[src/rtl/rmiirx_pkg.sv]
// rmiirx_pkg: shared types, result codes and helpers for the RMII receive deframer.
// No dependencies; imported by the deframer and its checker.
package rmiirx_pkg;

  typedef enum logic [1:0] {
    PH_IDLE = 2'd0,
    PH_WAIT = 2'd1,
    PH_HUNT = 2'd2,
    PH_DATA = 2'd3
  } phase_t;

  // result kind carried on tuser
  localparam logic KIND_SFD  = 1'b0;
  localparam logic KIND_DATA = 1'b1;

  localparam logic [7:0] SFD_RESET   = 8'hD5;
  localparam int         IN_TDATA_W  = 8;
  localparam int         OUT_TDATA_W = 8;

  // newest dibit enters at bits 7:6, older ones move down
  function automatic logic [7:0] shift_in(input logic [7:0] cur, input logic [1:0] dibit);
    shift_in = {dibit, cur[7:2]};
  endfunction

endpackage

[src/rtl/rmii_receive_deframer.sv]
// Results are registered: a result appears on out_* in the cycle after the sample beat that completes it.
// Throughput: one sample beat per cycle; in_tready drops only while a result is held
// in the output register and out_tready is low.
// Reset (rst_n low, synchronous): phase idle, counters and carrier history cleared,
// output register emptied, sfd_pattern back to 0xD5.
// rmii_receive_deframer: top level; depends on rmiirx_pkg.
module rmii_receive_deframer (
  input  logic                                clk,
  input  logic                                rst_n,
  // sample channel
  input  logic                                in_tvalid,
  output logic                                in_tready,
  input  logic [rmiirx_pkg::IN_TDATA_W-1:0]   in_tdata,   // [0] crs_dv, [1] rxd0, [2] rxd1
  // result channel
  output logic                                out_tvalid,
  input  logic                                out_tready,
  output logic [rmiirx_pkg::OUT_TDATA_W-1:0]  out_tdata,  // [7:0] byte_value
  output logic                                out_tuser,  // [0] item_kind
  // configuration
  input  logic                                cfg_wr_en,
  input  logic [7:0]                          cfg_wr_data // [7:0] sfd_pattern
);
  import rmiirx_pkg::*;

  // deframer state
  phase_t     phase_r, phase_nxt;
  logic [7:0] shift_r, shift_nxt;
  logic [1:0] count_r, count_nxt;
  logic       low_run_r, low_run_nxt;
  logic       last_crs_r, last_crs_nxt;
  logic [7:0] sfd_r;

  // output register
  logic       out_valid_r, out_valid_nxt;
  logic [7:0] out_byte_r, out_byte_nxt;
  logic       out_kind_r, out_kind_nxt;

  logic       accept;
  logic       crs;
  logic [1:0] dibit;
  logic [7:0] shifted;
  logic       emit;
  logic       emit_kind;

  // a sample may enter whenever the output register is empty or draining this cycle
  assign in_tready = !out_valid_r || out_tready;
  assign accept    = in_tvalid && in_tready;

  assign crs     = in_tdata[0];
  assign dibit   = in_tdata[2:1];
  assign shifted = shift_in(shift_r, dibit);

  // per-sample deframing step
  always_comb begin
    phase_nxt    = phase_r;
    shift_nxt    = shift_r;
    count_nxt    = count_r;
    low_run_nxt  = low_run_r;
    last_crs_nxt = last_crs_r;
    emit         = 1'b0;
    emit_kind    = KIND_DATA;
    if (accept) begin
      last_crs_nxt = crs;
      case (phase_r)
        PH_IDLE: begin
          // a rising carrier is itself the first sample of the nonzero-dibit wait
          if (crs && !last_crs_r) begin
            if (dibit != 2'b00) begin
              shift_nxt = {dibit, 6'b0};
              phase_nxt = PH_HUNT;
            end else begin
              phase_nxt = PH_WAIT;
            end
          end
        end
        PH_WAIT: begin
          if (!crs) begin
            phase_nxt = PH_IDLE;
          end else if (dibit != 2'b00) begin
            shift_nxt = {dibit, 6'b0};
            phase_nxt = PH_HUNT;
          end
        end
        PH_HUNT: begin
          if (!crs) begin
            phase_nxt = PH_IDLE;
          end else begin
            shift_nxt = shifted;
            if (shifted == sfd_r) begin
              emit        = 1'b1;
              emit_kind   = KIND_SFD;
              phase_nxt   = PH_DATA;
              count_nxt   = 2'd0;
              low_run_nxt = 1'b0;
            end
          end
        end
        PH_DATA: begin
          if (!crs && low_run_r) begin
            // second low sample in a row: frame over, partial byte dropped
            phase_nxt   = PH_IDLE;
            low_run_nxt = 1'b0;
            count_nxt   = 2'd0;
          end else begin
            low_run_nxt = !crs;
            shift_nxt   = shifted;
            if (count_r == 2'd3) begin
              emit      = 1'b1;
              emit_kind = KIND_DATA;
              count_nxt = 2'd0;
            end else begin
              count_nxt = count_r + 2'd1;
            end
          end
        end
        default: phase_nxt = PH_IDLE;
      endcase
    end
  end

  // output register: load on a result, empty once taken
  always_comb begin
    out_valid_nxt = out_valid_r;
    out_byte_nxt  = out_byte_r;
    out_kind_nxt  = out_kind_r;
    if (out_valid_r && out_tready) begin
      out_valid_nxt = 1'b0;
    end
    if (emit) begin
      out_valid_nxt = 1'b1;
      out_byte_nxt  = shifted;
      out_kind_nxt  = emit_kind;
    end
  end

  always_ff @(posedge clk) begin
    if (!rst_n) begin
      phase_r     <= PH_IDLE;
      shift_r     <= 8'd0;
      count_r     <= 2'd0;
      low_run_r   <= 1'b0;
      last_crs_r  <= 1'b0;
      sfd_r       <= SFD_RESET;
      out_valid_r <= 1'b0;
    end else begin
      phase_r     <= phase_nxt;
      shift_r     <= shift_nxt;
      count_r     <= count_nxt;
      low_run_r   <= low_run_nxt;
      last_crs_r  <= last_crs_nxt;
      out_valid_r <= out_valid_nxt;
      if (cfg_wr_en) begin
        sfd_r <= cfg_wr_data;
      end
    end
  end

  // payload needs no reset
  always_ff @(posedge clk) begin
    out_byte_r <= out_byte_nxt;
    out_kind_r <= out_kind_nxt;
  end

  assign out_tvalid = out_valid_r;
  assign out_tdata  = out_byte_r;
  assign out_tuser  = out_kind_r;

endmodule

[config.mk]
export PLATFORM = sky130hd
export DESIGN_NAME = rmii_receive_deframer
export DESIGN_NICKNAME = d
export VERILOG_FILES = /design/src/rtl/rmiirx_pkg.sv /design/src/rtl/rmii_receive_deframer.sv
export SDC_FILE = /design/constraint.sdc
export NUM_CORES = 1
export LEC_CHECK = 0
export ABC_AREA = 1
export BUFFER_PORTS_ARGS = -buffer_cell sky130_fd_sc_hd__buf_2
export CAP_MARGIN = 40
export CORE_UTILIZATION = 35
export CTS_CLUSTER_DIAMETER = 200
export DETAILED_ROUTE_END_ITERATION = 10
export PLACE_DENSITY = 0.66
export SYNTH_ARGS = -nofsm -noshare
export SYNTH_HDL_FRONTEND = slang
export SYNTH_SLANG_ARGS = --single-unit
[constraint.sdc]
create_clock -name clk -period 3.3 [get_ports clk]
set_clock_uncertainty 0.15 [all_clocks]
set_input_delay 0 -clock clk [delete_from_list [all_inputs] [get_ports clk]]
set_output_delay 0 -clock clk [all_outputs]
set_load 0.005 [all_outputs]
==> results of run 1 <==
==> where the power goes <==
part           total, W  internal [W]  switching, W  leakage, nW
Sequential     0.000423      0.000402     0.0000217        0.259
Combinational  0.000152     0.0000713     0.0000804        0.574
Clock          0.000437      0.000299      0.000139       0.0658
==> area by class of cell <==
| type | count | area [um^2] | area share, % |
|---|---|---|---|
| Clock buffer | 5 | 68.8 | 3.50 |
| Sequential cell | 30 | 691 | 35.2 |
| Multi-Input combinational cell | 121 | 604 | 30.8 |
| Inverter | 23 | 86.3 | 4.39 |
| Timing Repair Buffer | 52 | 390 | 19.9 |
| Tap cell | 48 | 60.1 | 3.06 |
| Clock inverter | 3 | 63.8 | 3.25 |
==> worst min-delay path: stages <==
cell	delay (ns)
sky130_fd_sc_hd__buf_2	0.16
sky130_fd_sc_hd__inv_1	0.16
sky130_fd_sc_hd__a21oi_1	0.08
==> sequential cells by signal (all words and copies together) (netlist names) <==
name        count
out_tuser       1
phase_r         2
low_run_r       1
shift_r         6
count_r         2
last_crs_r      1
sfd_r           8
out_tdata       8
out_tvalid      1
==> through the flow <==
stage | hold WS (ns) | instances | cell area (um^2)
detailed placement | 0.0647 | 248 | 1570
finish | 0.0124 | 282 | 1960
global route | 0.0569 | 282 | 1960
CTS | 0.00372 | 282 | 1960
global placement | 0.0592 | 248 | 1570
floorplan | -0.0621 | 177 | 1400
==> routing by layer <==
layer  vias to the layer above  part of all wire, %
li1                        678                    -
met2                        33                   42
met1                       524                   51
met3                         7                  5.0
met4                         0                  2.2
met5                         -                    0
==> cell families (layout without fill, tap and decap cells) <==
| family | after synthesis | after routing |
|---|---|---|
| AND/OR/NAND/NOR | 89 | 89 |
| flip-flops | 30 | 30 |
| AO/OA/AOI/OAI | 27 | 27 |
| buffers and inverters | 26 | 83 |
| XOR/XNOR | 4 | 4 |
| adder cells (fa/ha/maj) | 1 | 1 |
==> timing repair <==
item / in CTS / in global routing
hold endpoints to repair: 17 / 0
setup buffers: 0 / 0
hold buffers: 26 / 0
gates resized for setup: 0 / 0
==> cell usage after synthesis <==
cell type,instances
sky130_fd_sc_hd__a21oi_2,2
sky130_fd_sc_hd__nand3b_1,1
sky130_fd_sc_hd__ha_1,1
sky130_fd_sc_hd__nor2_2,3
sky130_fd_sc_hd__nand2_2,5
sky130_fd_sc_hd__nor3_4,1
sky130_fd_sc_hd__nor2_1,20
sky130_fd_sc_hd__a21oi_1,7
sky130_fd_sc_hd__nor3_1,2
sky130_fd_sc_hd__o21ai_2,6
sky130_fd_sc_hd__xnor2_1,4
sky130_fd_sc_hd__o21ai_1,1
sky130_fd_sc_hd__inv_1,19
sky130_fd_sc_hd__nand4_1,1
sky130_fd_sc_hd__a211oi_2,1
sky130_fd_sc_hd__clkinv_1,1
sky130_fd_sc_hd__nand3_1,7
sky130_fd_sc_hd__clkbuf_1,1
sky130_fd_sc_hd__buf_2,1
sky130_fd_sc_hd__nand2_1,49
sky130_fd_sc_hd__dfxtp_1,21
sky130_fd_sc_hd__o21ai_0,10
sky130_fd_sc_hd__inv_2,3
sky130_fd_sc_hd__edfxtp_1,9
sky130_fd_sc_hd__buf_6,1
==> final timing paths <==
check                            end  slack [ns]  cells past startpoint
max            sfd_r[2]$_SDFFE_PN1P_        0.72                      7
min            sfd_r[3]$_SDFFE_PN0P_        0.01                      3
max reg2reg  shift_r[2]$_SDFFE_PN0P_        1.37                      7
min reg2reg    sfd_r[3]$_SDFFE_PN0P_        0.34                      2
==> metrics.csv, run 1 <==
stage,metric,value,unit
final_layout,final core utilization,52.5,%
timing,Slew Limit Fails,0,
synth,area share of fa/ha/maj cells after synthesis,0.893,%
critical_path,crit path launch type,input pin,
critical_path,element type at the critical path end,register,
clocking,TritonCTS clock tree,done,
global_route,number of antenna violations at the first check in global routing,0,
critical_path,worst-path maximum fanout,13,
timing,headroom to the max-slew limit,59.0,%
timing,final critical delay including setup and external delays,2.58,ns
synth,combinational family with the most area after synthesis,simple AND/OR/NAND/NOR gates,
synth,number of nets produced by synthesis,199,
critical_path,critical path class,in2reg,
detailed_routing,number of vias per cell after detailed routing,4.40,
critical_path,CP Data Required Time,3.32,ns
die,Initial Util,37.4,%
placement,post-detail-place hpwl,1.90,mm
final_layout,synth-to-layout area growth,40.2,%
synth,Synth area leader,sky130_fd_sc_hd__dfxtp_1,
die,horizontal die dimension,65.3,um
flow_run,Max-Cap Viols,0,
global_route,via count of the first global-routing pass,1011,
critical_path,cell type group with the largest total delay on the critical path,buffers and inverters,
timing,worst slew pin tran,0.613,ns
final_layout,fin nets,255,
clocking,Max clock buf depth,2,
synth,combined area of all synthesized cells,0.00140,mm^2
power_and_ir_drop,static leakage,0.898,nW
placement,gpl congestion,0.825,
clocking,clock sink count,30,
global_route,GRT overflow,0,
synth,number of warnings issued by yosys,0,
die,Ports,32,
synth,top-area cell type share of the netlist area,30.0,%
critical_path,Worst EP arrival,2.61,ns
synth,Post-Synth Simple-Gate Area,27.4,%
global_route,met3 usage in global routing,5.21,%
final_layout,count of fill cells added during filler insertion,364,
critical_path,worst r2r src,phase_r[1]$_SDFFE_PN0P_,
die,Placeable Area,0.00374,mm^2
min_path,startpoint of the lowest-slack hold path,cfg_wr_en,
die,row count,22,
final_layout,total inserted antenna cells,0,
timing,accumulated negative setup slack,0,ns
global_route,global-route usage over all layers,14.6,%
clocking,clock root buffer,sky130_fd_sc_hd__clkbuf_8,
clocking,total clock buffers created by CTS,5,
timing,final worst slack,0.715,ns
die,DIE HEIGHT,65.3,um
timing,final clock period utilization by the worst path,78.3,%
synth,Synth Instances,177,
placement,PortBufs,26,
placement,Placement Setup Slack,1.36,ns
timing,final-report hold violation count,0,
timing,FMAX,387,MHz
synth,compound-gate portion of the synthesized area,12.3,%
min_path,type of the most critical hold path,in2reg,
detailed_routing,number of detailed-route iterations in the first pass,4,
power_and_ir_drop,total power draw,0.00101,W
synth,share of the synthesized netlist area taken by xor and xnor gates,2.50,%
detailed_routing,Initial DRC Count,40,
critical_path,CP max stage cell,sky130_fd_sc_hd__dlygate4sd3_1,
clocking,Worst-Skew Late Latency,0.28,ns
timing,unrepaired setup endpoints after global routing,false,
final_layout,"commonest non-fill, non-tap cell in the layout",sky130_fd_sc_hd__nand2_1,
global_route,met1 track demand over resource,19.2,%
timing,number of setup violations in the final report,0,
final_layout,"leading cell types in the layout, fill and taps excluded","sky130_fd_sc_hd__nand2_1 (49), sky130_fd_sc_hd__dlygate4sd3_1 (26), sky130_fd_sc_hd__buf_2 (26)",
global_route,largest net degree at the start of global routing,14,
critical_path,maximum cell stage delay along the critical path,0.59,ns
synth,flip-flop and latch count after synthesis,30,
power_and_ir_drop,Max rail drop VDD,0.244,mV
detailed_routing,Post-DRT Antenna Nets,0,
critical_path,cell-by-cell listing of the critical path,dlygate4sd3_1 -> buf_2 -> clkinv_1 -> a21oi_1 -> dlygate4sd3_1 -> o21ai_0 -> dlygate4sd3_1,
final_layout,fraction of layout instances using a drive strength above 1,23.1,%
power_and_ir_drop,power density of the placed cells,515,mW/mm^2
detailed_routing,Vias,1242,
critical_path,cell repeated most along the worst path,sky130_fd_sc_hd__dlygate4sd3_1,
synth,Synth area leaders,"sky130_fd_sc_hd__dfxtp_1 (30%), sky130_fd_sc_hd__edfxtp_1 (19%), sky130_fd_sc_hd__nand2_1 (13%), sky130_fd_sc_hd__nor2_1 (5.4%), sky130_fd_sc_hd__inv_1 (5.1%)",
critical_path,Worst setup startpoint,rst_n,
synth,sequential fraction of the synthesis area,49.3,%
global_route,wire length of the first global-routing pass,4.52,mm
status,status,"complete, no violations",
global_route,most heavily used metal layer in global routing,met2,
detailed_routing,Total Routed Length,2.81,mm
critical_path,total buffers and inverters traversed by the critical path,5,
die,Total Die Area,0.00426,mm^2
detailed_routing,Post-route DRC,0,
detailed_routing,detail-routed net length per standard cell,9.98,um
synth,Avg Synthesized Cell Area,7.92,um^2
synth,portion of netlist area occupied by mux cells,0,%
global_route,GR Util met2,20.7,%
synth,count of cell types in the netlist,25,
clocking,level count of the clock H-tree,2,
clocking,clock transition time at the flip-flop clock pins of the worst setup and hold paths,0.07,ns
(Power assumes the default switching activity.)
==> run 2: changes to the inputs <==
--- a/config.mk
+++ b/config.mk
@@ -11,7 +11,7 @@
 export CORE_UTILIZATION = 35
 export CTS_CLUSTER_DIAMETER = 200
 export DETAILED_ROUTE_END_ITERATION = 10
-export PLACE_DENSITY = 0.66
+export PLACE_DENSITY = 0.68
 export SYNTH_ARGS = -nofsm -noshare
 export SYNTH_HDL_FRONTEND = slang
 export SYNTH_SLANG_ARGS = --single-unit
==> constraint.sdc (replaced) <==
create_clock -name clk -period 2.2 [get_ports clk]
set_clock_uncertainty 0.15 [all_clocks]
set_input_delay 0 -clock clk [delete_from_list [all_inputs] [get_ports clk]]
set_output_delay 0 -clock clk [all_outputs]
set_load 0.005 [all_outputs]
==> metrics.csv, run 2 (synthesis results as in run 1) <==
stage,metric,value,unit,change
status,status,"complete, no violations",,
timing,Slew Limit Fails,0,,unchanged
critical_path,total buffers and inverters traversed by the critical path,4,,-1
final_layout,fin nets,258,,+1.2%
critical_path,Worst EP arrival,1.99,ns,-0.62 ns
timing,final clock period utilization by the worst path,89.2,%,
clocking,TritonCTS clock tree,done,,
critical_path,worst-path maximum fanout,1,,-12
detailed_routing,number of detailed-route iterations in the first pass,4,,unchanged
critical_path,cell type group with the largest total delay on the critical path,buffers and inverters,,
global_route,number of antenna violations at the first check in global routing,0,,unchanged
clocking,clock transition time at the flip-flop clock pins of the worst setup and hold paths,0.07,ns,about the same
critical_path,crit path launch type,input pin,,
global_route,largest net degree at the start of global routing,12,,-2
min_path,type of the most critical hold path,in2reg,,
final_layout,"commonest non-fill, non-tap cell in the layout",sky130_fd_sc_hd__nand2_1,,
global_route,global-route usage over all layers,16.1,%,+1.6 points
global_route,wire length of the first global-routing pass,5.00,mm,+11%
clocking,number of cells upsized or downsized after cts,0,,unchanged
detailed_routing,Vias,1291,,+3.9%
critical_path,critical path class,in2reg,,
timing,unrepaired setup endpoints after global routing,false,,
global_route,via count of the first global-routing pass,1118,,+11%
timing,headroom to the max-slew limit,71.2,%,+12 points
critical_path,reg2reg end,out_tdata[6]$_DFFE_PP_,,
placement,gpl congestion,0.830,,+0.56%
timing,post-route worst hold slack,0.0180,ns,+0.00559 ns
placement,Post-Place Cell Area,0.00159,mm^2,+0.96%
critical_path,cell repeated most along the worst path,sky130_fd_sc_hd__dlygate4sd3_1,,
clocking,clock root buffer,sky130_fd_sc_hd__clkbuf_8,,
final_layout,count of fill cells added during filler insertion,375,,+3.0%
die,DIE HEIGHT,65.3,um,unchanged
timing,final critical delay including setup and external delays,1.96,ns,
timing,final-report hold violation count,0,,unchanged
final_layout,total inserted antenna cells,0,,unchanged
die,Initial Util,37.4,%,unchanged
critical_path,worst r2r src,phase_r[1]$_SDFFE_PN0P_,,
critical_path,FF-to-FF setup slack,0.34,ns,-1.03 ns
final_layout,final instance area,0.00194,mm^2,-1.1%
final_layout,"leading cell types in the layout, fill and taps excluded","sky130_fd_sc_hd__nand2_1 (49), sky130_fd_sc_hd__dlygate4sd3_1 (27), sky130_fd_sc_hd__buf_2 (26)",,
timing,accumulated negative setup slack,0,ns,unchanged
power_and_ir_drop,power density of the placed cells,670,mW/mm^2,+30%
die,Ports,32,,unchanged
flow_run,Max-Cap Viols,0,,unchanged
final_layout,synth-to-layout area growth,38.6,%,
min_path,endpoint of the worst hold-timing path,shift_r[4]$_SDFFE_PN0P_,,
clocking,clock sink count,30,,unchanged
placement,post-detail-place hpwl,1.97,mm,+3.6%
die,horizontal die dimension,65.3,um,unchanged
timing,worst slew pin tran,0.429,ns,-0.184 ns
min_path,startpoint of the lowest-slack hold path,rst_n,,
detailed_routing,Initial DRC Count,58,,+45%
critical_path,cell count along the critical path,6,,-1
die,Total Die Area,0.00426,mm^2,unchanged
clocking,Max clock buf depth,2,,unchanged
clocking,number of setup buffers added after CTS,0,,unchanged
die,row count,22,,unchanged
power_and_ir_drop,Max rail drop VDD,0.299,mV,+23%
detailed_routing,detail-routed net length per standard cell,10.7,um,+6.8%
timing,FMAX,510,MHz,
clocking,total clock buffers created by CTS,5,,unchanged
power_and_ir_drop,total power draw,0.00130,W,+29%
detailed_routing,Post-route DRC,0,,unchanged
final_layout,fraction of layout instances using a drive strength above 1,23.6,%,+0.55 points
critical_path,element type at the critical path end,register,,
detailed_routing,Total Routed Length,3.04,mm,+8.0%
placement,PortBufs,26,,unchanged
critical_path,CP Data Required Time,2.23,ns,-1.09 ns
min_path,Hold Path Depth,3,,unchanged
power_and_ir_drop,static leakage,0.889,nW,-1.1%
clocking,Worst-Skew Late Latency,0.29,ns,about the same
critical_path,CP max stage cell,sky130_fd_sc_hd__dlygate4sd3_1,,
global_route,GRT overflow,0,,unchanged
clocking,level count of the clock H-tree,2,,unchanged
critical_path,depth of the most critical reg-to-reg path,6,,-1
critical_path,cell-by-cell listing of the critical path,dlygate4sd3_1 -> buf_2 -> a21oi_1 -> dlygate4sd3_1 -> o21ai_0 -> dlygate4sd3_1,,
die,Placeable Area,0.00374,mm^2,unchanged
detailed_routing,number of vias per cell after detailed routing,4.53,,+2.9%
critical_path,maximum cell stage delay along the critical path,0.57,ns,-0.02 ns
detailed_routing,Post-DRT Antenna Nets,0,,unchanged
timing,number of setup violations in the final report,0,,unchanged
## run 2: per-layer routing
| metal | GRT usage, % | share of wire (%) |
|---|---|---|
| met1 | 19.6 | 46 |
| met2 | 25.3 | 45 |
| met3 | 5.38 | 7.1 |
| met4 | 8.15 | 2.2 |
| met5 | 0 | 0 |
## run 2: how the worst max path moves through the flow
stage	startpoint	endpoint	slack, ns
after global routing	in_tdata[0]	out_tdata[6]$_DFFE_PP_	0.08
after CTS	cfg_wr_data[7]	sfd_r[7]$_SDFFE_PN1P_	0.30
after global placement	phase_r[1]$_SDFFE_PN0P_	out_tdata[0]$_DFFE_PP_	0.45
final	cfg_wr_data[2]	sfd_r[2]$_SDFFE_PN1P_	0.24
after detailed placement	phase_r[1]$_SDFFE_PN0P_	out_tdata[0]$_DFFE_PP_	0.39
after floorplan	phase_r[1]$_SDFFE_PN0P_	out_tdata[0]$_DFFE_PP_	0.57
## run 2: metrics by stage
| step | std cells | util, % | worst slack (ns) |
|---|---|---|---|
| floorplan | 177 | - | 0.574 |
| global placement | 250 | 42.4 | 0.451 |
| detailed placement | 250 | 42.4 | 0.389 |
| CTS | 285 | 51.9 | 0.296 |
| global route | 285 | 51.9 | 0.0837 |
| finish | 285 | 51.9 | 0.238 |
## run 2: repair_timing
| action | CTS | global route |
|---|---|---|
| setup endpoints to repair | 0 | 0 |
| hold buffers | 27 | 0 |
| endpoints found under the hold margin | 17 | 0 |
## run 2: worst reg2reg max path: stages, from the launching register on
cell,delay (ns)
sky130_fd_sc_hd__dfxtp_1,0.35
sky130_fd_sc_hd__inv_2,0.09
sky130_fd_sc_hd__nor3_1,0.35
sky130_fd_sc_hd__nand3_1,0.14
sky130_fd_sc_hd__nand2_1,0.07
sky130_fd_sc_hd__nand2_1,0.07
sky130_fd_sc_hd__inv_1,0.30
## run 2: final cells by class
cell class,instances,area [um^2],share of cell area (%)
clock buffer,5,68.8,3.54
clock inverter,3,16.3,0.838
inverter,23,86.3,4.45
multi-input combinational,121,604,31.1
sequential,30,691,35.6
tap,48,60.1,3.09
timing repair buffer,55,415,21.4
## run 2: power by group
part	switching [W]	leakage [nW]	internal (W)
Clock	0.000212	0.0416	0.000216
Combinational	0.000126	0.588	0.000114
Sequential	0.0000305	0.259	0.000602
Total	0.000368	0.889	0.000933
